--- config.mk ---
export PLATFORM = sky130hd
export DESIGN_NAME = capacitive_touch_channel_tracker
export DESIGN_NICKNAME = d
export VERILOG_FILES = /design/src/hw/rtl/tct_pkg.sv /design/src/hw/rtl/tct_chan_eval.sv /design/src/hw/rtl/tct_chan_state.sv /design/src/hw/rtl/capacitive_touch_channel_tracker.sv
export SDC_FILE = /design/constraint.sdc
export NUM_CORES = 2
export LEC_CHECK = 0
export BUFFER_PORTS_ARGS = -buffer_cell sky130_fd_sc_hd__buf_2
export CAP_MARGIN = 20
export CORE_MARGIN = 3
export CORE_UTILIZATION = 50
export CTS_CLUSTER_DIAMETER = 80
export DETAILED_ROUTE_END_ITERATION = 10
export HOLD_SLACK_MARGIN = 0.05
export PLACE_DENSITY = 0.68
export SYNTH_ARGS = -nofsm -noshare
export SYNTH_HDL_FRONTEND = slang
export SYNTH_SLANG_ARGS = --single-unit
--- constraint.sdc ---
create_clock -name i_clk -period 13.3 [get_ports i_clk]
set_input_delay 2.66 -clock i_clk [delete_from_list [all_inputs] [get_ports i_clk]]
set_output_delay 2.66 -clock i_clk [all_outputs]
set_load 0.02 [all_outputs]
--- src/hw/rtl/tct_pkg.sv ---
// shared types and constants of the capacitive touch channel tracker
// no dependencies
`default_nettype none

package tct_pkg;

    localparam int CHANNELS   = 16;
    localparam int CH_W       = 4;
    localparam int CH_IDX_W   = (CHANNELS > 1) ? $clog2(CHANNELS) : 1;
    localparam int CNT_W      = 16;
    localparam int FRAC_W     = 8;
    localparam int PCOUNT_W   = 8;
    localparam int KEYS_W     = 16;
    localparam int CFG_IDX_W  = 3;
    localparam int CFG_DATA_W = 16;

    localparam logic [CNT_W-1:0] FOLLOW_LIMIT = 16'd100;
    localparam logic [CNT_W-1:0] FOLLOW_BIG   = 16'd50;
    localparam logic [CNT_W-1:0] FOLLOW_SMALL = 16'd10;

    localparam logic [CFG_IDX_W-1:0] CFG_PRESS_FRACTION   = 3'd0;
    localparam logic [CFG_IDX_W-1:0] CFG_RELEASE_FRACTION = 3'd1;
    localparam logic [CFG_IDX_W-1:0] CFG_REPEAT_GAP       = 3'd2;
    localparam logic [CFG_IDX_W-1:0] CFG_CLEAR_DELAY      = 3'd3;
    localparam logic [CFG_IDX_W-1:0] CFG_LOWPASS_ON       = 3'd4;
    localparam logic [CFG_IDX_W-1:0] CFG_FOLLOW_ON        = 3'd5;
    localparam logic [CFG_IDX_W-1:0] CFG_LAST_CHANNEL     = 3'd6;
    localparam logic [CFG_IDX_W-1:0] CFG_ENABLED_MASK     = 3'd7;

    typedef struct packed {
        logic [FRAC_W-1:0] press_fraction;
        logic [FRAC_W-1:0] release_fraction;
        logic [CNT_W-1:0]  repeat_gap;
        logic [CNT_W-1:0]  clear_delay;
        logic              lowpass_on;
        logic              follow_on;
        logic [CH_W-1:0]   last_channel;
        logic [KEYS_W-1:0] enabled_mask;
    } t_cfg;

    typedef struct packed {
        logic [CNT_W-1:0]    filt;
        logic [CNT_W-1:0]    base;
        logic                key;
        logic                pressing;
        logic [PCOUNT_W-1:0] count;
        logic [CNT_W-1:0]    dur;
        logic [CNT_W-1:0]    rel;
    } t_chan;

endpackage

`default_nettype wire

--- src/hw/rtl/tct_chan_eval.sv ---
// next state of one channel for a scan sample: filter, judge, follow, counters
// depends on tct_pkg
`default_nettype none

module tct_chan_eval (
    input  var tct_pkg::t_cfg             i_cfg,
    input  var tct_pkg::t_chan            i_cur,
    input  wire [tct_pkg::CNT_W-1:0]      i_raw,
    output tct_pkg::t_chan                o_next
);
    import tct_pkg::*;

    logic [CNT_W+1:0]          old3;
    logic [CNT_W-1:0]          lp;
    logic [CNT_W-1:0]          filt;
    logic [CNT_W-1:0]          base;
    logic                      above;
    logic [CNT_W-1:0]          diff;
    logic [CNT_W-1:0]          step;
    logic [CNT_W:0]            up_sum;
    logic [CNT_W-1:0]          base_up;
    logic [CNT_W-1:0]          drop;
    logic [CNT_W+FRAC_W-1:0]   drop_sh;
    logic [CNT_W+FRAC_W-1:0]   press_th;
    logic [CNT_W+FRAC_W-1:0]   rel_th;
    logic                      is_press;
    logic                      is_rel;

    always_comb begin
        old3     = {1'b0, i_cur.filt, 1'b0} + {2'b00, i_cur.filt};
        lp       = old3[CNT_W+1:2] + {4'b0000, i_raw[CNT_W-1:4]};
        filt     = i_cfg.lowpass_on ? lp : i_raw;
        base     = i_cur.base;
        above    = filt > base;
        diff     = filt - base;
        step     = (diff > FOLLOW_LIMIT) ? FOLLOW_BIG : FOLLOW_SMALL;
        up_sum   = {1'b0, base} + {1'b0, step};
        base_up  = up_sum[CNT_W] ? {CNT_W{1'b1}} : up_sum[CNT_W-1:0];
        drop     = base - filt;
        drop_sh  = {drop, {FRAC_W{1'b0}}};
        press_th = (CNT_W+FRAC_W)'(i_cfg.press_fraction) * (CNT_W+FRAC_W)'(base);
        rel_th   = (CNT_W+FRAC_W)'(i_cfg.release_fraction) * (CNT_W+FRAC_W)'(base);
        is_press = !above && (drop_sh >= press_th);
        is_rel   = above || (drop_sh <= rel_th);

        o_next      = i_cur;
        o_next.filt = filt;
        if (i_cfg.follow_on && above) begin
            o_next.key  = 1'b0;
            o_next.base = base_up;
        end else if (is_press) begin
            if (i_cfg.follow_on && (base != '0)) begin
                o_next.base = base - 1'b1;
            end
            o_next.key = 1'b1;
            if (i_cur.pressing) begin
                if (i_cur.dur != {CNT_W{1'b1}}) begin
                    o_next.dur = i_cur.dur + 1'b1;
                end
            end else if (i_cur.rel < i_cfg.repeat_gap) begin
                if (i_cur.count != {PCOUNT_W{1'b1}}) begin
                    o_next.count = i_cur.count + 1'b1;
                end
            end else begin
                o_next.count = PCOUNT_W'(1);
            end
            o_next.pressing = 1'b1;
            o_next.rel      = '0;
        end else if (is_rel) begin
            o_next.key = 1'b0;
            if (i_cur.rel >= i_cfg.repeat_gap) begin
                o_next.count = '0;
            end
            if (i_cur.rel >= i_cfg.clear_delay) begin
                o_next.dur = '0;
            end
            if (i_cur.rel != {CNT_W{1'b1}}) begin
                o_next.rel = i_cur.rel + 1'b1;
            end
            o_next.pressing = 1'b0;
        end
    end

endmodule

`default_nettype wire

--- src/hw/rtl/tct_chan_state.sv ---
// per-channel state registers with scan write-back and baseline capture
// depends on tct_pkg
`default_nettype none

module tct_chan_state (
    input  wire                           i_clk,
    input  wire                           i_rst_n,
    input  wire                           i_wr,
    input  wire [tct_pkg::CH_IDX_W-1:0]   i_idx,
    input  var tct_pkg::t_chan            i_wdata,
    input  wire                           i_capture,
    input  wire [tct_pkg::KEYS_W-1:0]     i_mask,
    output tct_pkg::t_chan                o_rdata,
    output logic [tct_pkg::KEYS_W-1:0]    o_status
);
    import tct_pkg::*;

    logic [CNT_W-1:0]    r_filt     [CHANNELS];
    logic [CNT_W-1:0]    r_base     [CHANNELS];
    logic [CHANNELS-1:0] r_status;
    logic [CHANNELS-1:0] r_pressing;
    logic [PCOUNT_W-1:0] r_count    [CHANNELS];
    logic [CNT_W-1:0]    r_dur      [CHANNELS];
    logic [CNT_W-1:0]    r_rel      [CHANNELS];

    always_ff @(posedge i_clk) begin
        if (!i_rst_n) begin
            r_status   <= '0;
            r_pressing <= '0;
            for (int i = 0; i < CHANNELS; i++) begin
                r_filt[i]  <= '0;
                r_base[i]  <= '0;
                r_count[i] <= '0;
                r_dur[i]   <= '0;
                r_rel[i]   <= '0;
            end
        end else if (i_capture) begin
            for (int i = 0; i < CHANNELS; i++) begin
                if (i_mask[i]) begin
                    r_base[i] <= r_filt[i];
                end
            end
        end else if (i_wr) begin
            r_filt[i_idx]     <= i_wdata.filt;
            r_base[i_idx]     <= i_wdata.base;
            r_status[i_idx]   <= i_wdata.key;
            r_pressing[i_idx] <= i_wdata.pressing;
            r_count[i_idx]    <= i_wdata.count;
            r_dur[i_idx]      <= i_wdata.dur;
            r_rel[i_idx]      <= i_wdata.rel;
        end
    end

    always_comb begin
        o_rdata.filt     = r_filt[i_idx];
        o_rdata.base     = r_base[i_idx];
        o_rdata.key      = r_status[i_idx];
        o_rdata.pressing = r_pressing[i_idx];
        o_rdata.count    = r_count[i_idx];
        o_rdata.dur      = r_dur[i_idx];
        o_rdata.rel      = r_rel[i_idx];
        o_status         = KEYS_W'(r_status);
    end

endmodule

`default_nettype wire

--- src/hw/rtl/capacitive_touch_channel_tracker.sv ---
// Capacitive touch channel tracker: one result per request, one request per cycle
// while the output is not stalled. A request passes an input register, then the
// channel state is read and updated and the result is registered in the output
// register; the state is written back as the result is registered, so a following
// request on the same channel sees the updated state. A stalled output's held result
// lets one further request into the input register. The user must write configuration
// through the plain write port only while idle; the block does not enforce this.
// depends on tct_pkg, tct_chan_eval, tct_chan_state
`default_nettype none

module capacitive_touch_channel_tracker (
    input  wire                              i_clk,
    input  wire                              i_rst_n,
    // write port
    input  wire                              i_cfg_we,
    input  wire [tct_pkg::CFG_IDX_W-1:0]     i_cfg_idx,
    input  wire [tct_pkg::CFG_DATA_W-1:0]    i_cfg_wdata,
    // request stream
    input  wire                              i_s_tvalid,
    output logic                             o_s_tready,
    input  wire [23:0]                       i_s_tdata,  // channel, raw_count, zero pad
    input  wire                              i_s_tuser,  // func
    // result stream
    output logic                             o_m_tvalid,
    input  wire                              i_m_tready,
    // out_channel, filtered_value, baseline_value, key_pressed, press_count,
    // press_duration, release_duration, pressed_keys, zero pad
    output logic [95:0]                      o_m_tdata,
    output logic                             o_m_tlast   // sweep_done
);
    import tct_pkg::*;

    t_cfg              r_cfg;
    logic              r_in_valid;
    logic              r_in_func;
    logic [CH_W-1:0]   r_in_ch;
    logic [CNT_W-1:0]  r_in_raw;
    logic              r_out_valid;
    logic [95:0]       r_out_data;
    logic              r_out_last;

    logic              out_ready;
    logic              adv;
    logic              ch_ok;
    logic [CH_IDX_W-1:0] idx;
    t_chan             cur;
    t_chan             ev;
    t_chan             post;
    logic [KEYS_W-1:0] status;
    logic [KEYS_W-1:0] status_post;
    logic [KEYS_W-1:0] keys;
    logic [95:0]       n_out_data;
    logic              n_out_last;

    assign out_ready  = !r_out_valid || i_m_tready;
    assign adv        = r_in_valid && out_ready;
    assign o_s_tready = !r_in_valid || out_ready;
    assign ch_ok      = {1'b0, r_in_ch} < (CH_W+1)'(CHANNELS);
    assign idx        = r_in_ch[CH_IDX_W-1:0];

    always_ff @(posedge i_clk) begin
        if (!i_rst_n) begin
            r_cfg.press_fraction   <= 8'd26;
            r_cfg.release_fraction <= 8'd13;
            r_cfg.repeat_gap       <= 16'd20;
            r_cfg.clear_delay      <= 16'd50;
            r_cfg.lowpass_on       <= 1'b1;
            r_cfg.follow_on        <= 1'b1;
            r_cfg.last_channel     <= 4'd15;
            r_cfg.enabled_mask     <= 16'hFFFF;
        end else if (i_cfg_we) begin
            case (i_cfg_idx)
                CFG_PRESS_FRACTION:   r_cfg.press_fraction   <= i_cfg_wdata[FRAC_W-1:0];
                CFG_RELEASE_FRACTION: r_cfg.release_fraction <= i_cfg_wdata[FRAC_W-1:0];
                CFG_REPEAT_GAP:       r_cfg.repeat_gap       <= i_cfg_wdata;
                CFG_CLEAR_DELAY:      r_cfg.clear_delay      <= i_cfg_wdata;
                CFG_LOWPASS_ON:       r_cfg.lowpass_on       <= i_cfg_wdata[0];
                CFG_FOLLOW_ON:        r_cfg.follow_on        <= i_cfg_wdata[0];
                CFG_LAST_CHANNEL:     r_cfg.last_channel     <= i_cfg_wdata[CH_W-1:0];
                CFG_ENABLED_MASK:     r_cfg.enabled_mask     <= i_cfg_wdata;
                default: ;
            endcase
        end
    end

    tct_chan_state u_state (
        .i_clk     (i_clk),
        .i_rst_n   (i_rst_n),
        .i_wr      (adv && !r_in_func && ch_ok),
        .i_idx     (idx),
        .i_wdata   (ev),
        .i_capture (adv && r_in_func),
        .i_mask    (r_cfg.enabled_mask),
        .o_rdata   (cur),
        .o_status  (status)
    );

    tct_chan_eval u_eval (
        .i_cfg  (r_cfg),
        .i_cur  (cur),
        .i_raw  (r_in_raw),
        .o_next (ev)
    );

    always_comb begin
        if (r_in_func) begin
            post = cur;
            if (r_cfg.enabled_mask[r_in_ch]) begin
                post.base = cur.filt;
            end
            status_post = status;
        end else begin
            post        = ev;
            status_post = status;
            if (ch_ok) begin
                status_post[r_in_ch] = ev.key;
            end
        end
        keys = status_post & r_cfg.enabled_mask;
        if (!ch_ok) begin
            post = '0;
        end
        n_out_data = {3'b000, keys, post.rel, post.dur, post.count, post.key,
                      post.base, post.filt, r_in_ch};
        n_out_last = !r_in_func && (r_in_ch == r_cfg.last_channel);
    end

    always_ff @(posedge i_clk) begin
        if (!i_rst_n) begin
            r_in_valid  <= 1'b0;
            r_out_valid <= 1'b0;
        end else begin
            if (o_s_tready) begin
                r_in_valid <= i_s_tvalid;
            end
            if (out_ready) begin
                r_out_valid <= r_in_valid;
            end
        end
        if (o_s_tready && i_s_tvalid) begin
            r_in_func <= i_s_tuser;
            r_in_ch   <= i_s_tdata[CH_W-1:0];
            r_in_raw  <= i_s_tdata[CH_W+CNT_W-1:CH_W];
        end
        if (adv) begin
            r_out_data <= n_out_data;
            r_out_last <= n_out_last;
        end
    end

    assign o_m_tvalid = r_out_valid;
    assign o_m_tdata  = r_out_data;
    assign o_m_tlast  = r_out_last;

    a_keys_masked: assert property (@(posedge i_clk) disable iff (!i_rst_n)
        r_out_valid |-> ((r_out_data[92:77] & ~r_cfg.enabled_mask) == '0))
        else $error("pressed keys outside enabled mask");

    a_pressed_no_release: assert property (@(posedge i_clk) disable iff (!i_rst_n)
        (r_out_valid && r_out_data[36]) |-> (r_out_data[76:61] == '0)
            && (r_out_data[44:37] != '0))
        else $error("pressed key with release count or zero press count");

    a_in_hold: assert property (@(posedge i_clk) disable iff (!i_rst_n)
        (r_in_valid && !out_ready) |=> (r_in_valid && $stable(r_in_ch)
            && $stable(r_in_raw) && $stable(r_in_func)))
        else $error("input stage lost a stalled request");

endmodule

`default_nettype wire

==> flow_metrics.tcl <==
set metrics [dict create \
    hp-class "reg -> reg" \
    synth_common_cells "edfxtp_1 (1171), nor2_1 (903), nand2_1 (723)" \
    ir_drop_v 0.0002286 \
    power.leakage_nw 30.02 \
    grt_max_degree 108 \
    fin_crit_sh 0.8567 \
    cts_setup_buffers 0 \
    yosys.area.top_type "edfxtp_1" \
    grt_overflow 0 \
    ys_seq_area_frac 0.5306 \
    slew_headroom 0.1804 \
    fin_util 0.5544 \
    status "completed" \
    tightestPinTransition_ns 1.229 \
    finalHoldViolations 0 \
    final_layout_size_suffix_gt1_frac 0.1586 \
    wirelength_um 231500 \
    drt_first_iter_violations 7232 \
    drv_slew 0 \
    dp_cells 7962 \
    ys_ff_latch 1375 \
    startpoint_type "flip-flop" \
    routedWlPerCell_um 28.11 \
    pre_cts_ws_ns 1.868 \
    grt_pass1_wl_um 337100 \
    synth_edf_count 1171 \
    finalPower_mw 14.35 \
    min_to "r_cfg[43]$_SDFFE_PN0P_" \
    fin_tns_setup_ns 0 \
    clock.fmax_mhz 87.76 \
    cts_resized 0 \
    slowest_stage "a221oi_2" \
    cts_sinks 1375 \
    synth_warnings 0 \
    crit_required_ns 13.80 \
    multi_input_area_um2 31780 \
    syn_area_per_cell_um2 11.96 \
    hp-start "r_cfg[43]$_SDFFE_PN0P_" \
    synth_area_um2 73970 \
    clk_path_buf_depth 3 \
    pin_count 148 \
    crit_path_max_incr_delay_ns 1.04 \
    first_global_vias 51710 \
    r2r_end "u_state.r_count[8][0]$_SDFFCE_PN0P_" \
    n_fill_cell 11930 \
    drc 0 \
    cts_tree "done" \
    rsz0062_at_grt "no" \
    cp_max_fo 43 \
    stdcell_count 8236 \
    drv_cap 0 \
    synth.most_common_cell "edfxtp_1" \
    via_count 52990 \
    rows 140 \
    dp_hpwl_um 143900 \
    period_minus_slack_ns 11.39 \
    core_region_area_um2 146300 \
    layout.area.seq_um2 39260 \
    syn2layout_area_growth_pct 9.614 \
    syn_inst 6186 \
    clkLatencyLatePin_ns 0.80 \
    synth_cell_types 110 \
    antenna_found_initial 14 \
    whs_path_depth 2 \
    viasPerCell 6.434 \
    critical_path_class "reg -> reg" \
    critPathCaptureType "flip-flop" \
    synth_ff_type "edfxtp_1" \
    start_util 0.5057 \
    clkTransAtPathRegs_ns 0.06 \
    detail-route-antenna-nets 0 \
    cp.arrival_ns 11.89 \
    htreeDepth 4 \
    setup_slack_ns 1.906 \
    setup_viol 0 \
    ys_top_cells_by_area "edfxtp_1 (48%), mux4_2 (10%), dfxtp_1 (5.5%)" \
    rr_worst_depth 33 \
    cts_buffers 142 \
    reg2reg_slack_ns 1.91 \
    cts_root_buf "clkbuf_16" \
    die_area_um2 152600 \
    die_w_um 390.6 \
    cellPowerDensity_nw_per_um2 177.0 \
    first_pass_iters 8 \
    port-buffer-count 140 \
    gp_congestion 0.9193 \
    final.setup_skew_ns 0.03564 \
    hold_buffers 0 \
    track_usage 0.3020 \
    synth_top_area_frac 0.4754 \
    die_h_um 390.6 \
    fin_nets 6643 \
    synth-async-reset-ratio 0 \
]
-- routing by layer --
layer / vias to the layer above / routed length (um) / GRT usage
met2: 3659 / 107200 / 0.4772
met5: - / 40 / 0
li1: 22320 / - / -
met1: 26360 / 83510 / 0.3936
met4: 4 / 11280 / 0.1324
met3: 659 / 29510 / 0.08109
-- cells in the final DEF, fill, tap and decap left out, types with 23 or more instances in the layout --
master     Yosys  routed
mux4_2       340     340
nand3_1      120     110
nand4_1       24      24
a21oi_1      207     205
o21ai_0      443     442
o21bai_1      25      25
inv_1        290     280
clkbuf_1     262      47
buf_2         72     140
fa_1         172     172
buf_4         30     157
ha_1         222     222
a22o_1        36      36
a31oi_1       28      27
nand2_1      723     715
xor2_1        32      32
dfxtp_1      204     200
and3_1        28      28
nor2_1       903     898
clkbuf_16      0     147
mux2i_2        7      23
nor3_1        50      50
mux2i_1       89      72
and2_1       123     123
edfxtp_1    1171    1171
nor2b_1       36      35
xnor2_1       56      56
a21o_1        52      52
clkinv_1       2      26
-- stage by stage --
stage / hold WS [ns] / cell area [um2]
2_1_floorplan: 0.4198 / 73980
3_3_place_gp: 0.4304 / 76440
3_5_place_dp: 0.4445 / 76480
4_1_cts: 0.4551 / 80970
5_1_grt: 0.4784 / 81070
6_report: 0.4532 / 81090
-- worst max-delay path, delay by kind of cell, from the launching register on --
family | cells | cell delay [ns]
AO/OA/AOI/OAI | 14 | 4.65
XOR/XNOR | 2 | 0.40
adder cells (fa/ha/maj) | 4 | 1.63
buffers and inverters | 2 | 1.01
flip-flops | 1 | 0.85
multiplexers | 1 | 0.40
AND/OR/NAND/NOR | 10 | 2.02
-- how the worst max path moves through the flow --
stage | start | to | slack (ns) | cells after the start
floorplan | i_m_tready | u_state.r_base[7][11]$_DFFE_PP_ | 1.45 | 8
global placement | flip-flop | u_state.r_rel[0][6]$_SDFFCE_PN0P_ | 2.04 | 36
detailed placement | flip-flop | u_state.r_rel[0][6]$_SDFFCE_PN0P_ | 1.87 | 36
CTS | flip-flop | u_state.r_rel[0][6]$_SDFFCE_PN0P_ | 1.81 | 36
global route | flip-flop | u_state.r_count[5][0]$_SDFFCE_PN0P_ | 1.20 | 35
finish | flip-flop | u_state.r_count[8][0]$_SDFFCE_PN0P_ | 1.91 | 33
-- flip-flops by register name (all words and copies together), names as in the netlist, named ones only --
name and cells:
u_state.r_filt 256, u_state.r_rel 256, idx 4, o_m_tdata 93
r_in_raw 16, u_state.o_status 16, r_in_func 1, r_in_valid 1
u_state.r_dur 256, o_m_tvalid 1, u_state.r_base 256, u_state.r_pressing 16
r_cfg 70, o_m_tlast 1, u_state.r_count 128
-- logic make-up (layout without fill, tap and decap cells) --
| group | after synthesis | count (layout) | synth area share |
|---|---|---|---|
| other | 1 | 9 | 0.00005069 |
| AND/OR/NAND/NOR | 2127 | 2127 | 0.1243 |
| AO/OA/AOI/OAI | 1002 | 1002 | 0.08271 |
| XOR/XNOR | 96 | 96 | 0.01218 |
| adder cells (fa/ha/maj) | 394 | 394 | 0.08410 |
| buffers and inverters | 733 | 858 | 0.04440 |
| multiplexers | 458 | 458 | 0.1217 |
| flip-flops | 1375 | 1375 | 0.5306 |
-- power breakdown --
| part | internal [mW] | total (mW) | leakage, nW | switching, mW |
|---|---|---|---|---|
| combinational | 1.78 | 5.46 | 14.1 | 3.68 |
| clock | 2.21 | 3.91 | 2.18 | 1.70 |
| sequential | 4.89 | 4.98 | 13.7 | 0.0919 |
-- cell type report --
class | instances | area share
timing repair buffer | 306 | 0.02494
inverter | 295 | 0.01375
multi-input combinational | 4080 | 0.3919
tap | 1917 | 0.02958
clock buffer | 200 | 0.04856
antenna | 6 | 0.0001852
clock inverter | 57 | 0.006898
sequential | 1375 | 0.4842
No activity file was read; power rests on OpenSTA's default activity.
